<file path="config.mk">
export PLATFORM = sky130hd
export DESIGN_NAME = sorted_record_table_core
export DESIGN_NICKNAME = d
export VERILOG_FILES = /design/src/hdl/srt_pkg.sv /design/src/hdl/srt_ram.sv /design/src/hdl/srt_engine.sv /design/src/hdl/sorted_record_table_core.sv
export SDC_FILE = /design/constraint.sdc
export NUM_CORES = 2
export LEC_CHECK = 0
export ABC_AREA = 1
export BUFFER_PORTS_ARGS = -buffer_cell sky130_fd_sc_hd__buf_4
export CAP_MARGIN = 40
export CORE_MARGIN = 2
export CORE_UTILIZATION = 55
export DETAILED_ROUTE_END_ITERATION = 12
export PLACE_DENSITY_LB_ADDON = 0.1
export SLEW_MARGIN = 20
export SYNTH_ARGS = -nofsm -noshare
export SYNTH_HDL_FRONTEND = slang
export SYNTH_HIERARCHICAL = 1
export SYNTH_SLANG_ARGS = --single-unit
</file>
<file path="constraint.sdc">
create_clock -name clk -period 11.6 [get_ports clk]
set_input_delay 0 -clock clk [delete_from_list [all_inputs] [get_ports clk]]
set_output_delay 0 -clock clk [all_outputs]
set_load 0.005 [all_outputs]
</file>
<file path="src/hdl/srt_pkg.sv">
// ============================================================================
// srt_pkg
// Shared types, codes and helpers for the sorted record table.
// ============================================================================
`default_nettype none

package srt_pkg;

    localparam int CAPACITY_DEF = 16;
    localparam int TEXT_CHARS   = 8;
    localparam int MAX_RESULTS  = 16;

    localparam int ACT_W    = 3;
    localparam int YEAR_W   = 14;
    localparam int TEXT_W   = 64;
    localparam int STATUS_W = 2;
    localparam int POS_W    = 4;
    localparam int HIT_W    = $clog2(MAX_RESULTS + 1);

    // action codes
    localparam logic [ACT_W-1:0] ACT_INSERT  = 3'd0;
    localparam logic [ACT_W-1:0] ACT_LIST    = 3'd1;
    localparam logic [ACT_W-1:0] ACT_YEAR_EQ = 3'd2;
    localparam logic [ACT_W-1:0] ACT_YEAR_GE = 3'd3;
    localparam logic [ACT_W-1:0] ACT_MODEL   = 3'd4;

    // result status codes
    localparam logic [STATUS_W-1:0] ST_INSERTED = 2'd0;
    localparam logic [STATUS_W-1:0] ST_FULL     = 2'd1;
    localparam logic [STATUS_W-1:0] ST_RECORD   = 2'd2;
    localparam logic [STATUS_W-1:0] ST_NONE     = 2'd3;

    typedef enum logic [2:0] {
        S_IDLE,
        S_INS_SHIFT,
        S_INS_PUT,
        S_Q_SCAN,
        S_Q_END
    } srt_state_t;

    typedef struct packed {
        logic [YEAR_W-1:0] year;
        logic [TEXT_W-1:0] brand;
        logic [TEXT_W-1:0] model;
        logic [TEXT_W-1:0] plate;
    } srt_rec_t;

    typedef struct packed {
        logic                valid;
        logic [STATUS_W-1:0] status;
        srt_rec_t            rec;
        logic [POS_W-1:0]    pos;
        logic                last;
    } srt_emit_t;

    // Keep only the low TEXT_CHARS bytes.
    function automatic logic [TEXT_W-1:0] text_mask(input logic [TEXT_W-1:0] v);
        logic [TEXT_W-1:0] m;
        m = '0;
        for (int k = 0; k < TEXT_W / 8; k++) begin
            if (k < TEXT_CHARS) begin
                m[8*k +: 8] = 8'hFF;
            end
        end
        return v & m;
    endfunction

    // String compare: equal up to and including the first zero byte.
    function automatic logic same_text(input logic [TEXT_W-1:0] a,
                                       input logic [TEXT_W-1:0] b);
        logic eq;
        logic stop;
        eq   = 1'b1;
        stop = 1'b0;
        for (int k = 0; k < TEXT_CHARS; k++) begin
            if (!stop) begin
                if (a[8*k +: 8] != b[8*k +: 8]) begin
                    eq   = 1'b0;
                    stop = 1'b1;
                end
                else if (a[8*k +: 8] == 8'h00) begin
                    stop = 1'b1;
                end
            end
        end
        return eq;
    endfunction

endpackage

`default_nettype wire

</file>
<file path="src/hdl/srt_ram.sv">
// ============================================================================
// srt_ram
// Generic single-write, single-read RAM with registered read data.
// ============================================================================
`default_nettype none

module srt_ram #(
    parameter  int WIDTH = 8,
    parameter  int DEPTH = 16,
    localparam int AW    = (DEPTH > 1) ? $clog2(DEPTH) : 1
) (
    input  wire logic             clk,
    input  wire logic             we,
    input  wire logic [AW-1:0]    waddr,
    input  wire logic [WIDTH-1:0] wdata,
    input  wire logic [AW-1:0]    raddr,
    output logic      [WIDTH-1:0] rdata
);

    logic [WIDTH-1:0] mem [DEPTH];

    always_ff @(posedge clk)
    begin
        if (we)
        begin
            mem[waddr] <= wdata;
        end
        rdata <= mem[raddr];
    end

endmodule

`default_nettype wire

</file>
<file path="src/hdl/srt_engine.sv">
// ============================================================================
// srt_engine
// Sequencer for the record table: walks the record memory one entry per
// cycle to shift records for an insert or to scan them for a query.
// ============================================================================
`default_nettype none

module srt_engine
    import srt_pkg::*;
#(
    parameter  int CAPACITY = CAPACITY_DEF,
    localparam int AW       = (CAPACITY > 1) ? $clog2(CAPACITY) : 1,
    localparam int CW       = $clog2(CAPACITY + 1)
) (
    input  wire logic              clk,
    input  wire logic              rst_n,
    input  wire logic              start,
    input  wire logic [ACT_W-1:0]  action,
    input  wire logic [YEAR_W-1:0] key_year,
    input  wire logic [TEXT_W-1:0] brand_text,
    input  wire logic [TEXT_W-1:0] model_text,
    input  wire logic [TEXT_W-1:0] plate_text,
    output logic                   busy,
    output logic                   we,
    output logic      [AW-1:0]     waddr,
    output srt_rec_t               wdata,
    output logic      [AW-1:0]     raddr,
    input  wire srt_rec_t          rdata,
    output srt_emit_t              emit
);

    srt_state_t state_reg, state_next;

    logic [CW-1:0]    count_reg, count_next;
    logic [AW-1:0]    idx_reg, idx_next;
    logic [AW-1:0]    pos_reg, pos_next;
    logic [HIT_W-1:0] hits_reg, hits_next;
    logic             pend_valid_reg, pend_valid_next;

    logic [ACT_W-1:0] act_reg, act_next;
    srt_rec_t         key_reg, key_next;
    srt_rec_t         pend_reg, pend_next;
    logic [AW-1:0]    pend_pos_reg, pend_pos_next;

    logic          full;
    logic [AW-1:0] last_idx;
    logic          hit;
    logic          at_end;
    logic          scan_stop;
    logic          year_ge;

    assign full      = (count_reg == CW'(CAPACITY));
    assign last_idx  = AW'(count_reg - CW'(1));
    assign year_ge   = (rdata.year >= key_reg.year);
    assign at_end    = ((CW'(idx_reg) + CW'(1)) == count_reg);
    assign scan_stop = (hit && (hits_reg == HIT_W'(MAX_RESULTS - 1))) || at_end;
    assign busy      = (state_reg != S_IDLE);

    always_comb
    begin
        case (act_reg)
            ACT_LIST:    hit = 1'b1;
            ACT_YEAR_EQ: hit = (rdata.year == key_reg.year);
            ACT_YEAR_GE: hit = year_ge;
            ACT_MODEL:   hit = same_text(rdata.model, key_reg.model);
            default:     hit = 1'b0;
        endcase
    end

    // next state
    always_comb
    begin
        state_next = state_reg;
        case (state_reg)
            S_IDLE:
            begin
                if (start)
                begin
                    if (action == ACT_INSERT)
                    begin
                        if (full)
                            state_next = S_IDLE;
                        else if (count_reg == '0)
                            state_next = S_INS_PUT;
                        else
                            state_next = S_INS_SHIFT;
                    end
                    else if (action inside {[ACT_LIST:ACT_MODEL]})
                    begin
                        state_next = (count_reg == '0) ? S_Q_END : S_Q_SCAN;
                    end
                end
            end
            S_INS_SHIFT:
            begin
                if (!(year_ge && idx_reg != '0))
                    state_next = S_INS_PUT;
            end
            S_INS_PUT:   state_next = S_IDLE;
            S_Q_SCAN:
            begin
                if (scan_stop)
                    state_next = S_Q_END;
            end
            S_Q_END:     state_next = S_IDLE;
            default:     state_next = S_IDLE;
        endcase
    end

    // datapath, memory access and results
    always_comb
    begin
        count_next      = count_reg;
        idx_next        = idx_reg;
        pos_next        = pos_reg;
        hits_next       = hits_reg;
        pend_valid_next = pend_valid_reg;
        act_next        = act_reg;
        key_next        = key_reg;
        pend_next       = pend_reg;
        pend_pos_next   = pend_pos_reg;
        we              = 1'b0;
        waddr           = idx_reg + AW'(1);
        wdata           = rdata;
        raddr           = idx_reg;
        emit            = '0;

        case (state_reg)
            S_IDLE:
            begin
                if (start)
                begin
                    act_next       = action;
                    key_next.year  = key_year;
                    key_next.brand = text_mask(brand_text);
                    key_next.model = text_mask(model_text);
                    key_next.plate = text_mask(plate_text);
                    if (action == ACT_INSERT)
                    begin
                        if (full)
                        begin
                            emit.valid  = 1'b1;
                            emit.status = ST_FULL;
                            emit.last   = 1'b1;
                        end
                        // walk down from the top record
                        idx_next = last_idx;
                        raddr    = last_idx;
                        pos_next = '0;
                    end
                    else
                    begin
                        idx_next        = '0;
                        raddr           = '0;
                        hits_next       = '0;
                        pend_valid_next = 1'b0;
                    end
                end
            end
            S_INS_SHIFT:
            begin
                if (year_ge)
                begin
                    // move this record up by one
                    we    = 1'b1;
                    waddr = idx_reg + AW'(1);
                    wdata = rdata;
                    if (idx_reg != '0)
                    begin
                        idx_next = idx_reg - AW'(1);
                        raddr    = idx_reg - AW'(1);
                    end
                    else
                    begin
                        pos_next = '0;
                    end
                end
                else
                begin
                    pos_next = idx_reg + AW'(1);
                end
            end
            S_INS_PUT:
            begin
                we          = 1'b1;
                waddr       = pos_reg;
                wdata       = key_reg;
                count_next  = count_reg + CW'(1);
                emit.valid  = 1'b1;
                emit.status = ST_INSERTED;
                emit.rec    = key_reg;
                emit.pos    = POS_W'(pos_reg);
                emit.last   = 1'b1;
            end
            S_Q_SCAN:
            begin
                // hold one match back until it is known whether it is the last
                if (hit)
                begin
                    if (pend_valid_reg)
                    begin
                        emit.valid  = 1'b1;
                        emit.status = ST_RECORD;
                        emit.rec    = pend_reg;
                        emit.pos    = POS_W'(pend_pos_reg);
                        emit.last   = 1'b0;
                    end
                    pend_next       = rdata;
                    pend_pos_next   = idx_reg;
                    pend_valid_next = 1'b1;
                    hits_next       = hits_reg + HIT_W'(1);
                end
                if (!scan_stop)
                begin
                    idx_next = idx_reg + AW'(1);
                    raddr    = idx_reg + AW'(1);
                end
            end
            S_Q_END:
            begin
                emit.valid = 1'b1;
                emit.last  = 1'b1;
                if (pend_valid_reg)
                begin
                    emit.status = ST_RECORD;
                    emit.rec    = pend_reg;
                    emit.pos    = POS_W'(pend_pos_reg);
                end
                else
                begin
                    emit.status = ST_NONE;
                end
            end
            default:
            begin
                emit = '0;
            end
        endcase
    end

    always_ff @(posedge clk or negedge rst_n)
    begin
        if (!rst_n)
        begin
            state_reg      <= S_IDLE;
            count_reg      <= '0;
            idx_reg        <= '0;
            pos_reg        <= '0;
            hits_reg       <= '0;
            pend_valid_reg <= 1'b0;
        end
        else
        begin
            state_reg      <= state_next;
            count_reg      <= count_next;
            idx_reg        <= idx_next;
            pos_reg        <= pos_next;
            hits_reg       <= hits_next;
            pend_valid_reg <= pend_valid_next;
        end
    end

    always_ff @(posedge clk)
    begin
        act_reg      <= act_next;
        key_reg      <= key_next;
        pend_reg     <= pend_next;
        pend_pos_reg <= pend_pos_next;
    end

endmodule

`default_nettype wire

</file>
<file path="src/hdl/sorted_record_table_core.sv">
// ============================================================================
// sorted_record_table_core
// Table of records kept in ascending year order, with insert and queries.
// ============================================================================
//
//  Channel  Signals                                        Transfer
//  -------  ---------------------------------------------  ---------------------
//  command  start, busy, action, key_year, brand_text,     start && !busy
//           model_text, plate_text
//  result   strobe, status, out_year, out_brand,           every strobe cycle
//           out_model, out_plate, out_position, last
//
//  Records sit in one memory read once per cycle, so work is one record a cycle.
//  Insert: busy while records at or above the new year move up a place and the new
//  record is written; a full table leaves busy low. Query: busy while the stored
//  records are scanned, stopping early once 16 matches are found.
//  Results appear from a register in the cycle after they are formed; the receiver
//  cannot stall them. Reset empties the table at once, with no clearing pass.
//
`default_nettype none

module sorted_record_table_core
    import srt_pkg::*;
#(
    parameter int CAPACITY = CAPACITY_DEF
) (
    input  wire logic                clk,
    input  wire logic                rst_n,
    input  wire logic                start,
    output logic                     busy,
    input  wire logic [ACT_W-1:0]    action,
    input  wire logic [YEAR_W-1:0]   key_year,
    input  wire logic [TEXT_W-1:0]   brand_text,
    input  wire logic [TEXT_W-1:0]   model_text,
    input  wire logic [TEXT_W-1:0]   plate_text,
    output logic                     strobe,
    output logic      [STATUS_W-1:0] status,
    output logic      [YEAR_W-1:0]   out_year,
    output logic      [TEXT_W-1:0]   out_brand,
    output logic      [TEXT_W-1:0]   out_model,
    output logic      [TEXT_W-1:0]   out_plate,
    output logic      [POS_W-1:0]    out_position,
    output logic                     last
);

    localparam int AW = (CAPACITY > 1) ? $clog2(CAPACITY) : 1;

    logic          we;
    logic [AW-1:0] waddr;
    logic [AW-1:0] raddr;
    srt_rec_t      wdata;
    srt_rec_t      rdata;
    srt_emit_t     emit;

    logic                strobe_reg;
    logic [STATUS_W-1:0] status_reg;
    srt_rec_t            rec_reg;
    logic [POS_W-1:0]    pos_reg;
    logic                last_reg;

    srt_ram #(
        .WIDTH ($bits(srt_rec_t)),
        .DEPTH (CAPACITY)
    ) u_ram (
        .clk   (clk),
        .we    (we),
        .waddr (waddr),
        .wdata (wdata),
        .raddr (raddr),
        .rdata (rdata)
    );

    srt_engine #(
        .CAPACITY (CAPACITY)
    ) u_engine (
        .clk        (clk),
        .rst_n      (rst_n),
        .start      (start),
        .action     (action),
        .key_year   (key_year),
        .brand_text (brand_text),
        .model_text (model_text),
        .plate_text (plate_text),
        .busy       (busy),
        .we         (we),
        .waddr      (waddr),
        .wdata      (wdata),
        .raddr      (raddr),
        .rdata      (rdata),
        .emit       (emit)
    );

    always_ff @(posedge clk or negedge rst_n)
    begin
        if (!rst_n)
        begin
            strobe_reg <= 1'b0;
        end
        else
        begin
            strobe_reg <= emit.valid;
        end
    end

    // hold the payload until the next result
    always_ff @(posedge clk)
    begin
        if (emit.valid)
        begin
            status_reg <= emit.status;
            rec_reg    <= emit.rec;
            pos_reg    <= emit.pos;
            last_reg   <= emit.last;
        end
    end

    assign strobe       = strobe_reg;
    assign status       = status_reg;
    assign out_year     = rec_reg.year;
    assign out_brand    = rec_reg.brand;
    assign out_model    = rec_reg.model;
    assign out_plate    = rec_reg.plate;
    assign out_position = pos_reg;
    assign last         = last_reg;

endmodule

`default_nettype wire

</file>
==> results.cfg <==
[cts]
clock-sinks = 4157
root_buffer = clkbuf_16
clock_latency_ns = 0.97
cts_buffers = 427
clkTransAtPathRegs_ns = 0.06
post_cts_resized = 0
cts_tree = built
htreeDepth = 5
cts_buffer_depth = 4

[route]
routed_via_density = 5.55
drcViolationCount = 0
routed_wl_um = 450000
vias = 111000
avgRoutedWirePerCell_um = 22.5
drt_iter0_markers = 12100
first_pass_iters = 8
route.antenna.remaining_nets = 0

[power_and_ir_drop]
clkPwrFrac_pct = 22.4
switchingPower_mw = 24.9
power_density_mw_per_mm2 = 317
p_leak_nw = 77.6
p_seq_share_pct = 36.9
switching_share_pct = 40.1
comb_power_share_pct = 40.7
p_int_mw = 37.1
peakVddDrop_v = 0.000460

[floorplan]
core_area_sq_mm = 0.306
pin_count = 427
die_h_um = 558
rows = 203
die_w_um = 558
start_util_pct = 55.2
die-area_sq_mm = 0.311

[logic_synthesis]
synthCells = 14700
synth_top_family_by_area = simple AND/OR/NAND/NOR gates
synthTopCellsByCount = 5,247 x nand2_1, 3,928 x edfxtp_1, 2,386 x nand3_1, 1,528 x inv_1, 419 x buf_2
async_flop_share_pct = 0.553
synth_mux_area_share_pct = 0
syn_avg_cell_area_sq_um = 11.5
synth.most_common_cell = nand2_1
synthSimpleGateAreaFrac_pct = 19.3
synthAdderAreaFrac_pct = 0.156
syn_area_sq_mm = 0.169
ys_seq_area_share_pct = 72.7
yosysWarnings = 6
synth_enable_flop_cells = 3928
synth_ff_type = edfxtp_1
synth_nets = 15000
synth_compound_area_share_pct = 1.72
yosys.area_share.xor_xnor_pct = 0.312
ys_ff_latch = 4157
yosys-top-cells-area = edfxtp_1 70%, nand2_1 12%, nand3_1 7.1%, inv_1 3.4%, dfxtp_1 2.4%
synth.top_cell.area_share_pct = 69.9
yosysUniqueCellTypes = 48
synth_top_cell_by_area = edfxtp_1

[final_layout]
seqCellArea_sq_mm = 0.123
top_register = u_ram/mem
multi_input_area_sq_mm = 0.0364
fill_cells = 23000
layout.nets = 15700
layout-drive-gt1-share_pct = 10.4
syn2layout_area_growth_pct = 16.1
largest_register_ffs = 3296
final_area_sq_mm = 0.196

[grt]
grt.total_usage_pct = 28.6
antenna_found_initial = 10
grt.overflow.total = 0
grt_max_degree = 224
grt_pass1_wl_um = 669000
grt_pass1_vias = 107000

[sta]
rsz0062_at_grt = false
finalMaxSlewViolations = 0
worst_pin_slew_ns = 1.22
max_freq_ghz = 0.153
fin_ws_ns = 5.06
setup_viol = 0
max-slew-margin-rel_pct = 18.4
min_period_ns = 6.54
hold_viol = 0
tns_ns = 0
fin_worst_skew_ns = 0.0573
fin_crit_sh_pct = 56.3

[worst_setup_path]
critPathCaptureType = flip-flop
critical_path_class = reg -> reg
worstPathMaxFanout = 223
required_ns = 12.46
critPathLaunchType = flip-flop
cp.arrival_ns = 7.40

[place]
numPortBuffers = 426
place_area_sq_mm = 0.177
dp_hpwl_um = 217000
dp_slack_ns = 5.24
routabilityCongestion = 0.822

[job]
max-cap-violations = 0

[status]
outcome = completed

[min_path]
hp-class = in -> reg
==> timing repair <==
action	4_1_cts	5_1_grt
setup buffers	0	0
endpoints found under the hold margin	346	0
hold buffers	423	0
==> placed cells by master (no fill, tap or decap), drive strengths merged <==
cell / n
xnor2: 34
a31o: 1
edfxtp: 3928
o221ai: 1
a2111oi: 1
a21oi: 13
clkinv: 165
o21ai: 266
o31ai: 1
bufinv: 44
a41oi: 1
xor2: 26
o21bai: 2
nand3: 2387
nand2: 5249
nor3: 13
nor2: 59
and2: 2
nand3b: 2
or2: 49
diode: 8
buf: 729
inv: 1539
ha: 21
clkbuf: 572
dfxtp: 206
nand4: 19
o22ai: 75
dfrtp: 23
clkinvlp: 16
dlygate4sd3: 422
a211oi: 1
o211ai: 3
nor4: 12
==> logic make-up (layout without fill, tap and decap cells) <==
family                   count (synthesis)  count (layout)
flip-flops                            4157            4157
AO/OA/AOI/OAI                          365             365
buffers and inverters                 2322            3487
XOR/XNOR                                60              60
other                                    0               8
adder cells (fa/ha/maj)                 21              21
AND/OR/NAND/NOR                       7792            7792
==> routing by layer <==
metal	share of wire [%]	GRT usage, %	up-vias
met1	42	40.6	54300
met4	3.1	9.32	2
met5	0.0027	0	-
met2	47	46.4	5010
li1	-	-	50900
met3	8.3	3.32	793
==> power by group through the flow <==
stage	combinational, mW	clock [mW]	sequential, mW
after floorplan	16.4	0	23.5
after global placement	23.7	0	23.1
after detailed placement	24.7	0	23.1
after CTS	25.0	14.1	22.9
after global routing	27.9	14.7	23.0
final	25.3	13.9	22.9
==> cell type report <==
type | count | share of cell area (%)
Sequential cell | 4157 | 62.6
Antenna cell | 8 | 0.0102
Inverter | 1534 | 2.97
Tap cell | 4100 | 2.62
Clock inverter | 230 | 1.27
Clock buffer | 571 | 6.02
Timing Repair Buffer | 1152 | 5.89
Multi-Input combinational cell | 8238 | 18.6
==> critical path, stage by stage (launching register included) <==
cell and delay (ns):
dfxtp_1 0.54, xnor2_1 0.19, nand4_1 0.13, nor3_1 0.66, nand2_1 0.13, nor3_1 0.17
nand2_1 0.07, nand2_1 0.32, nand2_2 0.14, nand2_1 0.17, nand2_1 0.14, nand2_1 0.09
nand3_1 0.11, nand3_4 0.19, buf_16 0.28, buf_12 0.64, buf_12 0.80, buf_4 0.39
buf_16 0.33, nand2_1 0.10, nand3_1 0.10, nand3_1 0.09, nand2_1 0.09, nand2_1 0.06
nand2_1 0.11
==> worst paths after layout <==
kind,slack [ns],depth (start not counted),to,from
max in group asynchronous,10.78,5,u_engine/pend_valid_reg,rst_n
setup reg to reg,5.06,24,u_ram/rdata[74],u_ram/rdata[95]
min in group asynchronous,0.60,5,strobe,rst_n
hold / removal,0.26,7,u_engine/state_reg[1],action[2]
hold reg to reg,0.42,0,u_engine/pend_reg[32],u_ram/rdata[32]
setup / recovery,5.06,24,u_ram/rdata[74],u_ram/rdata[95]
==> metrics by stage <==
stage | utilization (%) | power (mW) | hold slack, ns | cells
after floorplan | - | 39.9 | -0.296 | 14700
after global routing | 64.1 | 65.6 | 0.253 | 20000
after global placement | 57.4 | 46.8 | -0.0582 | 18700
after detailed placement | 57.9 | 47.9 | -0.0614 | 18700
after CTS | 64.0 | 61.9 | 0.197 | 20000
final | 64.1 | 62.0 | 0.258 | 20000
Note: power is estimated with default switching activity, not from simulation.
